[config.mk]
export PLATFORM = sky130hd
export DESIGN_NAME = morse_code_keyer_flat
export DESIGN_NICKNAME = d
export VERILOG_FILES = /design/src/rtl/core/mck_pkg.sv /design/src/rtl/core/mck_if.sv /design/src/rtl/core/mck_ser.sv /design/src/rtl/core/mck_ctrl.sv /design/src/rtl/core/morse_code_keyer.sv /design/src/flat_wrapper.sv
export SDC_FILE = /design/constraint.sdc
export NUM_CORES = 1
export LEC_CHECK = 0
export BUFFER_PORTS_ARGS = -buffer_cell sky130_fd_sc_hd__buf_2
export CORE_MARGIN = 10
export CORE_UTILIZATION = 36
export DETAILED_ROUTE_END_ITERATION = 12
export PLACE_DENSITY_LB_ADDON = 0.2
export SETUP_SLACK_MARGIN = 0.4
export SLEW_MARGIN = 20
export SYNTH_ARGS = -nofsm -noshare
export SYNTH_HDL_FRONTEND = slang
export SYNTH_SLANG_ARGS = --single-unit
[constraint.sdc]
create_clock -name clk -period 4.5 [get_ports clk]
set_input_delay 0.225 -clock clk [delete_from_list [all_inputs] [get_ports clk]]
set_output_delay 0.225 -clock clk [all_outputs]
set_load 0.02 [all_outputs]
[src/rtl/core/mck_pkg.sv]
// Shared types, constants and the Morse pattern table for the keyer.
`timescale 1ns / 1ps
package mck_pkg;

  localparam int unsigned PatW = 6;
  localparam int unsigned LenW = 3;
  localparam int unsigned CntW = 3;

  localparam logic [CntW-1:0] DotUnits   = CntW'(1);
  localparam logic [CntW-1:0] DashUnits  = CntW'(3);
  localparam logic [CntW-1:0] GapUnits   = CntW'(3);
  localparam logic [CntW-1:0] SpaceUnits = CntW'(7);

  // len of zero marks a word space; bits hold elements first-in-MSB, dash = 1
  typedef struct packed {
    logic [LenW-1:0] len;
    logic [PatW-1:0] bits;
  } morse_pat_t;

  typedef struct packed {
    logic       valid;
    logic [7:0] code;
    logic       gap;
    logic       run_last;
    logic       msg_end;
  } mck_job_t;

  typedef enum logic [1:0] {
    ST_IDLE,
    ST_HELD,
    ST_LAST
  } mck_state_t;

  function automatic morse_pat_t morse_lookup(input logic [7:0] c);
    logic [7:0] u;
    morse_pat_t p;
    u = (c >= "a" && c <= "z") ? c - 8'h20 : c;
    case (u)
      "A": p = {3'd2, 6'b000001};
      "B": p = {3'd4, 6'b001000};
      "C": p = {3'd4, 6'b001010};
      "D": p = {3'd3, 6'b000100};
      "E": p = {3'd1, 6'b000000};
      "F": p = {3'd4, 6'b000010};
      "G": p = {3'd3, 6'b000110};
      "H": p = {3'd4, 6'b000000};
      "I": p = {3'd2, 6'b000000};
      "J": p = {3'd4, 6'b000111};
      "K": p = {3'd3, 6'b000101};
      "L": p = {3'd4, 6'b000100};
      "M": p = {3'd2, 6'b000011};
      "N": p = {3'd2, 6'b000010};
      "O": p = {3'd3, 6'b000111};
      "P": p = {3'd4, 6'b000110};
      "Q": p = {3'd4, 6'b001101};
      "R": p = {3'd3, 6'b000010};
      "S": p = {3'd3, 6'b000000};
      "T": p = {3'd1, 6'b000001};
      "U": p = {3'd3, 6'b000001};
      "V": p = {3'd4, 6'b000001};
      "W": p = {3'd3, 6'b000011};
      "X": p = {3'd4, 6'b001001};
      "Y": p = {3'd4, 6'b001011};
      "Z": p = {3'd4, 6'b001100};
      "0": p = {3'd5, 6'b011111};
      "1": p = {3'd5, 6'b001111};
      "2": p = {3'd5, 6'b000111};
      "3": p = {3'd5, 6'b000011};
      "4": p = {3'd5, 6'b000001};
      "5": p = {3'd5, 6'b000000};
      "6": p = {3'd5, 6'b010000};
      "7": p = {3'd5, 6'b011000};
      "8": p = {3'd5, 6'b011100};
      "9": p = {3'd5, 6'b011110};
      "/": p = {3'd5, 6'b010010};
      "=": p = {3'd5, 6'b010001};
      ".": p = {3'd6, 6'b010101};
      ",": p = {3'd6, 6'b110011};
      "?": p = {3'd6, 6'b001100};
      "+": p = {3'd5, 6'b001010};
      "@": p = {3'd6, 6'b011010};
      default: p = {3'd0, 6'b000000};
    endcase
    return p;
  endfunction

  function automatic logic morse_is_mark(input logic [7:0] c);
    morse_pat_t p;
    p = morse_lookup(c);
    return p.len != '0;
  endfunction

endpackage

[src/rtl/core/mck_if.sv]
// Handshake interfaces for message characters and key units.
`timescale 1ns / 1ps
interface mck_in_if;
  logic       valid;
  logic       ready;
  logic [7:0] char_code;
  logic       final_char;

  modport source (output valid, output char_code, output final_char, input ready);
  modport sink (input valid, input char_code, input final_char, output ready);
endinterface

interface mck_out_if;
  logic valid;
  logic ready;
  logic tone_on;
  logic run_last;
  logic message_end;

  modport source (output valid, output tone_on, output run_last, output message_end,
                  input ready);
  modport sink (input valid, input tone_on, input run_last, input message_end,
                output ready);
endinterface

[src/rtl/core/mck_ser.sv]
// Unit serializer: sends a character's elements as one key unit per cycle while unit_out is ready.
`timescale 1ns / 1ps
module mck_ser (
  input  logic            clk,
  input  logic            rst,
  input  mck_pkg::mck_job_t job,
  output logic            job_ready,
  mck_out_if.source       unit_out
);
  import mck_pkg::*;

  logic            busy;
  logic            tone;
  logic [CntW-1:0] run_cnt;
  logic [PatW-1:0] elems;
  logic [LenW-1:0] elem_cnt;
  logic            gap;
  logic            run_last;
  logic            msg_end;

  logic            out_valid;
  logic            out_tone;
  logic            out_last;
  logic            out_end;

  morse_pat_t      pat;
  logic [PatW-1:0] aligned;
  logic            advance;
  logic            run_done;
  logic            done;

  assign pat       = morse_lookup(job.code);
  assign aligned   = pat.bits << (LenW'(PatW) - pat.len);
  assign job_ready = !busy;
  assign advance   = !out_valid || unit_out.ready;
  assign run_done  = run_cnt == CntW'(1);
  assign done      = run_done && elem_cnt == '0 && (!tone || !gap);

  always_ff @(posedge clk) begin
    if (rst) begin
      busy      <= 1'b0;
      out_valid <= 1'b0;
    end else begin
      if (job.valid && !busy) begin
        busy     <= 1'b1;
        run_last <= job.run_last;
        msg_end  <= job.msg_end;
        if (unit_out.ready) begin
          out_valid <= 1'b0;
        end
        if (pat.len == '0) begin
          tone     <= 1'b0;
          run_cnt  <= SpaceUnits;
          elem_cnt <= '0;
          gap      <= 1'b0;
          elems    <= '0;
        end else begin
          tone     <= 1'b1;
          run_cnt  <= aligned[PatW-1] ? DashUnits : DotUnits;
          elems    <= aligned << 1;
          elem_cnt <= pat.len - LenW'(1);
          gap      <= job.gap;
        end
      end else if (busy && advance) begin
        out_valid <= 1'b1;
        out_tone  <= tone;
        out_last  <= done && run_last;
        out_end   <= done && msg_end;
        if (done) begin
          busy <= 1'b0;
        end else if (!run_done) begin
          run_cnt <= run_cnt - CntW'(1);
        end else if (tone && elem_cnt != '0) begin
          tone    <= 1'b0;
          run_cnt <= CntW'(1);
        end else if (tone) begin
          tone    <= 1'b0;
          run_cnt <= GapUnits;
          gap     <= 1'b0;
        end else begin
          tone     <= 1'b1;
          run_cnt  <= elems[PatW-1] ? DashUnits : DotUnits;
          elems    <= elems << 1;
          elem_cnt <= elem_cnt - LenW'(1);
        end
      end else if (unit_out.ready) begin
        out_valid <= 1'b0;
      end
    end
  end

  assign unit_out.valid       = out_valid;
  assign unit_out.tone_on     = out_tone;
  assign unit_out.run_last    = out_last;
  assign unit_out.message_end = out_end;

endmodule

[src/rtl/core/mck_ctrl.sv]
// Hold control: keeps one character back and issues serializer jobs.
`timescale 1ns / 1ps
module mck_ctrl (
  input  logic              clk,
  input  logic              rst,
  mck_in_if.sink            char_in,
  input  logic              job_ready,
  output mck_pkg::mck_job_t job
);
  import mck_pkg::*;

  mck_state_t state;
  mck_state_t state_next;

  logic       held_valid;
  logic [7:0] held_char;
  logic [7:0] emit_char;
  logic [7:0] last_char;
  logic       last_fin;
  logic       gap;
  logic       accept;

  assign accept = char_in.valid && char_in.ready;

  always_ff @(posedge clk) begin
    if (rst) begin
      state      <= ST_IDLE;
      held_valid <= 1'b0;
      held_char  <= '0;
    end else begin
      state <= state_next;
      if (accept) begin
        held_valid <= !char_in.final_char;
        held_char  <= char_in.final_char ? 8'h00 : char_in.char_code;
      end
    end
  end

  always_ff @(posedge clk) begin
    if (accept) begin
      emit_char <= held_char;
      last_char <= char_in.char_code;
      last_fin  <= char_in.final_char;
      gap       <= morse_is_mark(held_char) && morse_is_mark(char_in.char_code);
    end
  end

  always_comb begin
    state_next = state;
    unique case (state)
      ST_IDLE: begin
        if (accept) begin
          if (held_valid) begin
            state_next = ST_HELD;
          end else if (char_in.final_char) begin
            state_next = ST_LAST;
          end
        end
      end
      ST_HELD: begin
        if (job_ready) begin
          state_next = last_fin ? ST_LAST : ST_IDLE;
        end
      end
      ST_LAST: begin
        if (job_ready) begin
          state_next = ST_IDLE;
        end
      end
      default: state_next = ST_IDLE;
    endcase
  end

  always_comb begin
    char_in.ready = 1'b0;
    job           = '0;
    unique case (state)
      ST_IDLE: begin
        char_in.ready = 1'b1;
      end
      ST_HELD: begin
        job.valid    = job_ready;
        job.code     = emit_char;
        job.gap      = gap;
        job.run_last = !last_fin;
      end
      ST_LAST: begin
        job.valid    = job_ready;
        job.code     = last_char;
        job.run_last = 1'b1;
        job.msg_end  = 1'b1;
      end
      default: begin
        char_in.ready = 1'b0;
      end
    endcase
  end

endmodule

[src/rtl/core/morse_code_keyer.sv]
// Morse keyer top level: character input, key unit output.
// A released character passes the control state, the serializer load and the output register
// before its first unit is valid. Throughput: one unit per cycle while unit_out is ready, with
// a load step between characters; the serializer takes no new character until it has sent all
// units of the last one. A non-final first character is held.
// Synchronous reset clears the hold, the control state and the output register.
`timescale 1ns / 1ps
module morse_code_keyer (
  input  logic      clk,
  input  logic      rst,
  mck_in_if.sink    char_in,
  mck_out_if.source unit_out
);
  import mck_pkg::*;

  mck_job_t job;
  logic     job_ready;

  mck_ctrl u_ctrl (
    .clk       (clk),
    .rst       (rst),
    .char_in   (char_in),
    .job_ready (job_ready),
    .job       (job)
  );

  mck_ser u_ser (
    .clk       (clk),
    .rst       (rst),
    .job       (job),
    .job_ready (job_ready),
    .unit_out  (unit_out)
  );

  a_end_is_last: assert property (@(posedge clk) disable iff (rst)
    unit_out.valid && unit_out.message_end |-> unit_out.run_last)
    else $error("message end without run end");

  a_load_takes: assert property (@(posedge clk) disable iff (rst)
    job.valid |=> !job_ready)
    else $error("serializer did not take job");

  a_busy_from_job: assert property (@(posedge clk) disable iff (rst)
    $fell(job_ready) |-> $past(job.valid))
    else $error("serializer started without a job");

endmodule

[src/flat_wrapper.sv]
// flat-port wrapper written by rule: the top's interface ports become plain ports
module morse_code_keyer_flat import mck_pkg::*;
  (clk, rst, char_in_valid, char_in_char_code, char_in_final_char, char_in_ready, unit_out_valid, unit_out_tone_on, unit_out_run_last, unit_out_message_end, unit_out_ready);
  mck_in_if char_in_i ();
  mck_out_if unit_out_i ();
  input  logic clk;
  input  logic rst;
  input wire logic [$bits(char_in_i.valid)-1:0] char_in_valid;
  input wire logic [$bits(char_in_i.char_code)-1:0] char_in_char_code;
  input wire logic [$bits(char_in_i.final_char)-1:0] char_in_final_char;
  output wire logic [$bits(char_in_i.ready)-1:0] char_in_ready;
  output wire logic [$bits(unit_out_i.valid)-1:0] unit_out_valid;
  output wire logic [$bits(unit_out_i.tone_on)-1:0] unit_out_tone_on;
  output wire logic [$bits(unit_out_i.run_last)-1:0] unit_out_run_last;
  output wire logic [$bits(unit_out_i.message_end)-1:0] unit_out_message_end;
  input wire logic [$bits(unit_out_i.ready)-1:0] unit_out_ready;
  assign char_in_i.valid = char_in_valid;
  assign char_in_i.char_code = char_in_char_code;
  assign char_in_i.final_char = char_in_final_char;
  assign char_in_ready = char_in_i.ready;
  assign unit_out_valid = unit_out_i.valid;
  assign unit_out_tone_on = unit_out_i.tone_on;
  assign unit_out_run_last = unit_out_i.run_last;
  assign unit_out_message_end = unit_out_i.message_end;
  assign unit_out_i.ready = unit_out_ready;
  morse_code_keyer u_core (.clk(clk), .rst(rst), .char_in(char_in_i), .unit_out(unit_out_i));
endmodule
**Word-level counts from Yosys, hierarchy flattened**

Memories as Yosys holds them, arrays and structs flattened.
Cells that the tools add are included.

- Flip-flop bits (word level): 50
- Bits in read-only memories: 3,456
- Output and inout bits: 5
- Logic and storage cells: 150
- Memories kept: 3

- Add/sub/neg operators: 7
- $lt $le $gt $ge: 6
- Equal/unequal tests: 10
- Shift-type cells: 1
- Multiplexer cells: 64
- Bitwise gates (word level): 2
- Reductions and logical operators: 38

Memories:

| name | depth | width | rd ports | clocked after memory_dff | write ports | RTL line | text |
|---|---|---|---|---|---|---|---|
| (no name shown) | 128 | 9 | 1 | 0 | 0 | mck_pkg.sv:38 | `case (u)` |
| (no name shown) | 128 | 9 | 1 | 0 | 0 | mck_pkg.sv:38 |  |
| (no name shown) | 128 | 9 | 1 | 0 | 0 | mck_pkg.sv:38 |  |

Operator list:

| kind | count |
|---|---|
| $mux 9 | 5 |
| $mux 6 | 7 |
| $mux 3 | 12 |
| $mux 8 | 4 |
| $ge 8x7->1 const B | 3 |
| $le 8x7->1 const B | 3 |
| $sub 8x6->8 const B | 3 |
| $mux 1 | 23 |
| $mux 2 | 10 |
| $pmux 9 s2 | 1 |
| $logic_and 1x1->1 | 12 |
| $reduce_and 6->1 | 2 |
| $reduce_bool 3->1 | 3 |
| $sub 3x1->3 const B | 3 |
| $ne 2x2->1 const B | 4 |
| $reduce_and 4->1 | 2 |
| $reduce_bool 2->1 | 4 |
| $logic_not 1->1 | 6 |
| $logic_not 3->1 | 2 |
| $pmux 2 s3 | 1 |
| $reduce_and 3->1 | 2 |
| $shl 6x3->6 | 1 |
| $ne 2x1->1 const B | 2 |
| $reduce_and 2->1 | 2 |
| 9 further kinds | 11 |

**Longest topological paths before layout**

An unclocked memory read counts as a cell.

- Depth in word-level cells: 12
- Gate-level depth with buffers: 21
- Mapped depth without buffers: 20

**Hierarchy**

From an unflattened synthesis, not the netlist that was laid out.

- Cells, all modules: 425
- Area total of the unflattened synthesis: 3,777.4 µm²

Modules (own cells, without submodules):

| module | instances | cells each | area an instance (µm²) | sequential area each (µm²) |
|---|---|---|---|---|
| mck_ser | 1 | 244 | 2,028.2 | 580.6 |
| mck_ctrl | 1 | 181 | 1,749.2 | 760.7 |

**Least setup slack after synthesis**

No wires, ideal clock.

- Path kind: reg-to-reg
- From: reg u_core.u_ctrl.state[0]
- To: reg u_core.u_ser.elems[5] (data pin)
- Arrival time: 3,896 ps
- Required time: 4,350 ps
- Slack: 454 ps
- Cell stages (with the launch flop): 21
- Buffers on the path: 2
- Path through: dfxtp_1 inv_1 ha_1 clkbuf_1 clkbuf_1 nand2_1 inv_1 ha_1 inv_1 a31oi_1 o211ai_1 or2_1 o21ai_0 a21oi_1 a311o_1 ha_1 ha_1 nor2_1 nand4_1 o31a_1 o211ai_2

- Longest elaborated chain between the ends: 11
- Elaborated cells on any way between the ends: 16

Ends and longest elaborated chain:

| element | RTL line | text |
|---|---|---|
| start, declared | mck_ctrl.sv:12 | `mck_state_t state;` |
| start signal, assigned | mck_ctrl.sv:31 | `state <= state_next;` |
| $eq 2x2->1 or $eq 2x1->1 (tied branches) | mck_ctrl.sv:77 | `unique case (state)` |
| $pmux 9 s2 * | mck_ctrl.sv:77 |  |
| $ge 8x7->1 or $le 8x7->1 (tied branches) | mck_pkg.sv:37 | `u = (c >= "a" && c <= "z") ? c - 8'h20 : c;` |
| $logic_and 1x1->1 | mck_pkg.sv:37 |  |
| $mux 8 | mck_pkg.sv:37 |  |
| $mem_v2 128x9 | n/a |  |
| $mux 9 | mck_pkg.sv:38 |  |
| $sub 3x3->3 | mck_ser.sv:33 | `assign aligned = pat.bits << (LenW'(PatW) - pat.len);` |
| $shl 6x3->6 | mck_ser.sv:33 |  |
| $mux 6 | mck_ser.sv:51 | `if (pat.len == '0) begin` |
| $mux 6 * | mck_ser.sv:44 | `if (job.valid && !busy) begin` |
| end signal, assigned | mck_ser.sv:60 | `elems <= aligned << 1;` |
| end signal, assigned | mck_ser.sv:83 | `elems <= elems << 1;` |
| end, declared | mck_ser.sv:15 | `logic [PatW-1:0] elems;` |

Every way passes the cells marked *; elsewhere a longest branch is shown, timed or not.
A chain may end at the register's enable or synchronous reset.

**Worst setup path in the final report**

- From: reg u_core.u_ctrl.state[1]
- To: reg u_core.u_ser.elems[5] (data pin)

The elaborated chain is that of the path after synthesis.

==> results.py <==
metrics = {
    "status": {
        "outcome": "finished, final reports clean",
    },
    "setup_path": {
        "crit_chain": "inv_1, ha_1, buf_4, and2_4, inv_2, ha_1, or3_4, o32a_4, o32a_4, ha_2, nor2_2, nand4_1, o31a_1, o211ai_2",
        "r2r_start": "u_core.u_ctrl.state[1]",
        "crit_required_ps": 4650,
        "setup.worst_path.class": "reg2reg",
        "reg2regPathDepth": 14,
        "cp.arrival_ps": 4000,
        "r2r_end": "u_core.u_ser.elems[5]",
        "critPathCaptureType": "flip-flop",
        "slowest_delay_ps": 420,
        "worstSetupStartpointType": "flip-flop",
        "cp_max_fo": 18,
        "cp_num_buf_inv": 3,
        "cpMaxStageDelayCell": "or3_4",
        "r2r_slack_ps": 650,
        "crit_family": "compound AO/OA/AOI/OAI gates",
    },
    "yosys": {
        "syn_nets": 478,
        "netlist_top_cells_count": "46 x nor2_1, 40 x a21oi_1, 36 x edfxtp_1, 34 x ha_1, 33 x inv_1",
        "yosys.area.top_type": "edfxtp_1",
        "synth_area_leaders": "edfxtp_1 28%, ha_1 11%, dfxtp_1 6.8%",
        "synthCells": 431,
        "synth.most_common_cell": "nor2_1",
        "ys_warn_count": 0,
        "synth_top_flop_cell": "edfxtp_1",
        "yosysSeqAreaShare_pct": 35.06,
        "synth_edf_count": 36,
        "synth_top_area_share_pct": 28.25,
        "synth-seq-cells": 49,
        "syn_avg_cell_area_sq_um": 8.877,
        "yosysUniqueCellTypes": 62,
        "synth-async-reset-ratio_pct": 0,
        "synth_area_sq_um": 3826,
    },
    "sta": {
        "max_slew_margin_pct": 48.37,
        "finClkSkew_ps": 10.46,
        "hold_viol": 0,
        "worst_slew_pin_slew_ps": 774.4,
        "fin_tns_setup_ps": 0,
        "fmax_mhz": 259.8,
        "slew_viol_final": 0,
        "setup_viol": 0,
        "setup_slack_ps": 650.2,
        "period_minus_slack_ps": 3850,
        "fin_crit_sh_pct": 85.55,
        "rsz0062_at_grt": "no",
    },
    "cts": {
        "cts_inserted_buffers": 5,
        "cts_max_level": 2,
        "ctsLongestPathBuffers": 2,
        "cts_tree": "built",
        "clkTransAtPathRegs_ps": 90,
        "clkLatencyLatePin_ps": 300,
        "cts_sinks": 49,
        "cts.root.buffer_cell": "clkbuf_8",
    },
    "floorplan": {
        "rows": 37,
        "ios": 18,
        "die_y_microns": 123.1,
        "die_w_microns": 123.1,
        "die-area_sq_um": 15150,
        "initial_core_util_pct": 37.06,
        "core_area_sq_um": 10320,
    },
    "global_route": {
        "grt_max_degree": 20,
        "grt_usage_pct": 12.14,
        "grt_pass1_vias": 3085,
        "grt_pass1_wl_mm": 15.18,
        "grt_overflow": 0,
        "antenna_found_initial": 0,
    },
    "layout": {
        "drive_gt1_share_pct": 13.87,
        "synthToLayoutAreaGrowth_pct": 9.549,
        "final_nets": 493,
        "antennaDiodeCount": 0,
    },
    "routing": {
        "final_antenna_net_count": 0,
        "dr.pass1.iters": 5,
        "viasPerCell": 5.659,
        "drc": 0,
        "drtIter0Drc": 283,
        "routed-via-count": 3299,
        "routedWlPerCell_microns": 16.12,
        "wl_mm": 9.399,
    },
    "power_and_ir_drop": {
        "p_per_area_nw_per_um2": 291.7,
        "peakVddDrop_uv": 134.5,
        "p_leak_nw": 1.635,
    },
    "run": {
        "drv_cap": 0,
    },
    "placed_design": {
        "gp_congestion": 0.9261,
        "io_buffers": 17,
        "pre_cts_ws_ps": 478.1,
        "dpl.hpwl_mm": 7.125,
    },
    "hold_path": {
        "min_to": "u_core.u_ctrl.last_char[7]",
        "hp-start": "char_in_char_code[7]",
        "hold_path.class": "in2reg",
        "min_path_cells": 1,
    },
}
how the worst max path moves through the flow:
stage	endpoint	depth (start not counted)	startpoint
global placement	u_core.u_ser.elems[5]	18	u_core.u_ctrl.state[0]
CTS	u_core.u_ser.elems[5]	18	u_core.u_ctrl.state[1]
detailed placement	u_core.u_ser.elems[5]	18	u_core.u_ctrl.state[1]
floorplan	u_core.u_ser.elems[5]	20	u_core.u_ctrl.state[0]
global route	u_core.u_ser.elems[5]	20	u_core.u_ctrl.state[1]
finish	u_core.u_ser.elems[5]	14	u_core.u_ctrl.state[1]
cells by family after synthesis:
kind of cell	Yosys count	synth area share (%)
flip-flops	49	35.06
XOR/XNOR	1	0.4252
multiplexers	11	2.943
buffers and inverters	56	6.180
adder cells (fa/ha/maj)	34	11.12
AO/OA/AOI/OAI	141	26.06
AND/OR/NAND/NOR	139	18.21
power breakdown:
part / total, mW / switching [mW] / internal (mW) / leakage, nW
Sequential: 0.553 / 0.0265 / 0.526 / 0.448
Combinational: 0.415 / 0.264 / 0.151 / 1.15
Clock: 0.255 / 0.145 / 0.110 / 0.0374
final cells by class:
type | instances | area, sq um
Clock buffer | 6 | 72.57
Clock inverter | 2 | 15.01
Fill cell | 1012 | 6132
Inverter | 35 | 131.4
Multi-Input combinational cell | 326 | 2286
Sequential cell | 49 | 1341
Tap cell | 136 | 170.2
Timing Repair Buffer | 29 | 175.2
repair_timing:
item | CTS | global route
setup buffers | 0 | 2
resized for setup | 0 | 10
endpoints found under the setup margin | 0 | 10
hold buffers | 0 | 0
per-layer routing:
| metal | vias up | global-route usage (%) | share of wire [%] | wire (microns) |
|---|---|---|---|---|
| met5 | - | 0 | 0 | 0 |
| met4 | 0 | 4.294 | 2.6 | 240 |
| met3 | 24 | 2.233 | 4.4 | 413 |
| met2 | 85 | 20.58 | 48 | 4492 |
| met1 | 1549 | 15.14 | 45 | 4252 |
| li1 | 1641 | - | - | - |
cells in the final DEF (no fill, tap or decap), drive strengths merged, types with 7 or more instances in the layout:
cell,synthesis,routed
edfxtp,36,36
o22ai,8,8
dfxtp,13,13
ha,34,34
nor3,14,14
o21ai,25,25
o32a,7,7
mux2i,9,9
a22o,9,9
nor2,47,47
a21oi,40,40
nand2,24,24
inv,35,35
buf,6,29
nand3,10,10
through the flow:
stage | power [mW] | utilization (%) | std cells | hold WS, ps | area (sq um)
5_1_grt | 1.298 | 40.60 | 583 | 146.4 | 4192
3_5_place_dp | 0.9580 | 39.24 | 573 | 459.2 | 4051
4_1_cts | 1.214 | 40.09 | 581 | 152.2 | 4139
3_3_place_gp | 0.9591 | 39.24 | 573 | 457.2 | 4051
2_1_floorplan | 0.8557 | - | 431 | 294.1 | 3826
6_report | 1.223 | 40.60 | 583 | 157.1 | 4192
state kept, by name (all words and copies together), names as in the netlist, 2 cells and up:
register / count
u_core.u_ser.elem_cnt: 3
u_core.u_ser.run_cnt: 3
u_core.u_ctrl.last_char: 8
u_core.u_ser.elems: 5
u_core.u_ctrl.held_char: 8
u_core.u_ctrl.emit_char: 8
u_core.u_ctrl.state: 2
Power figures use the tool's default switching activity.
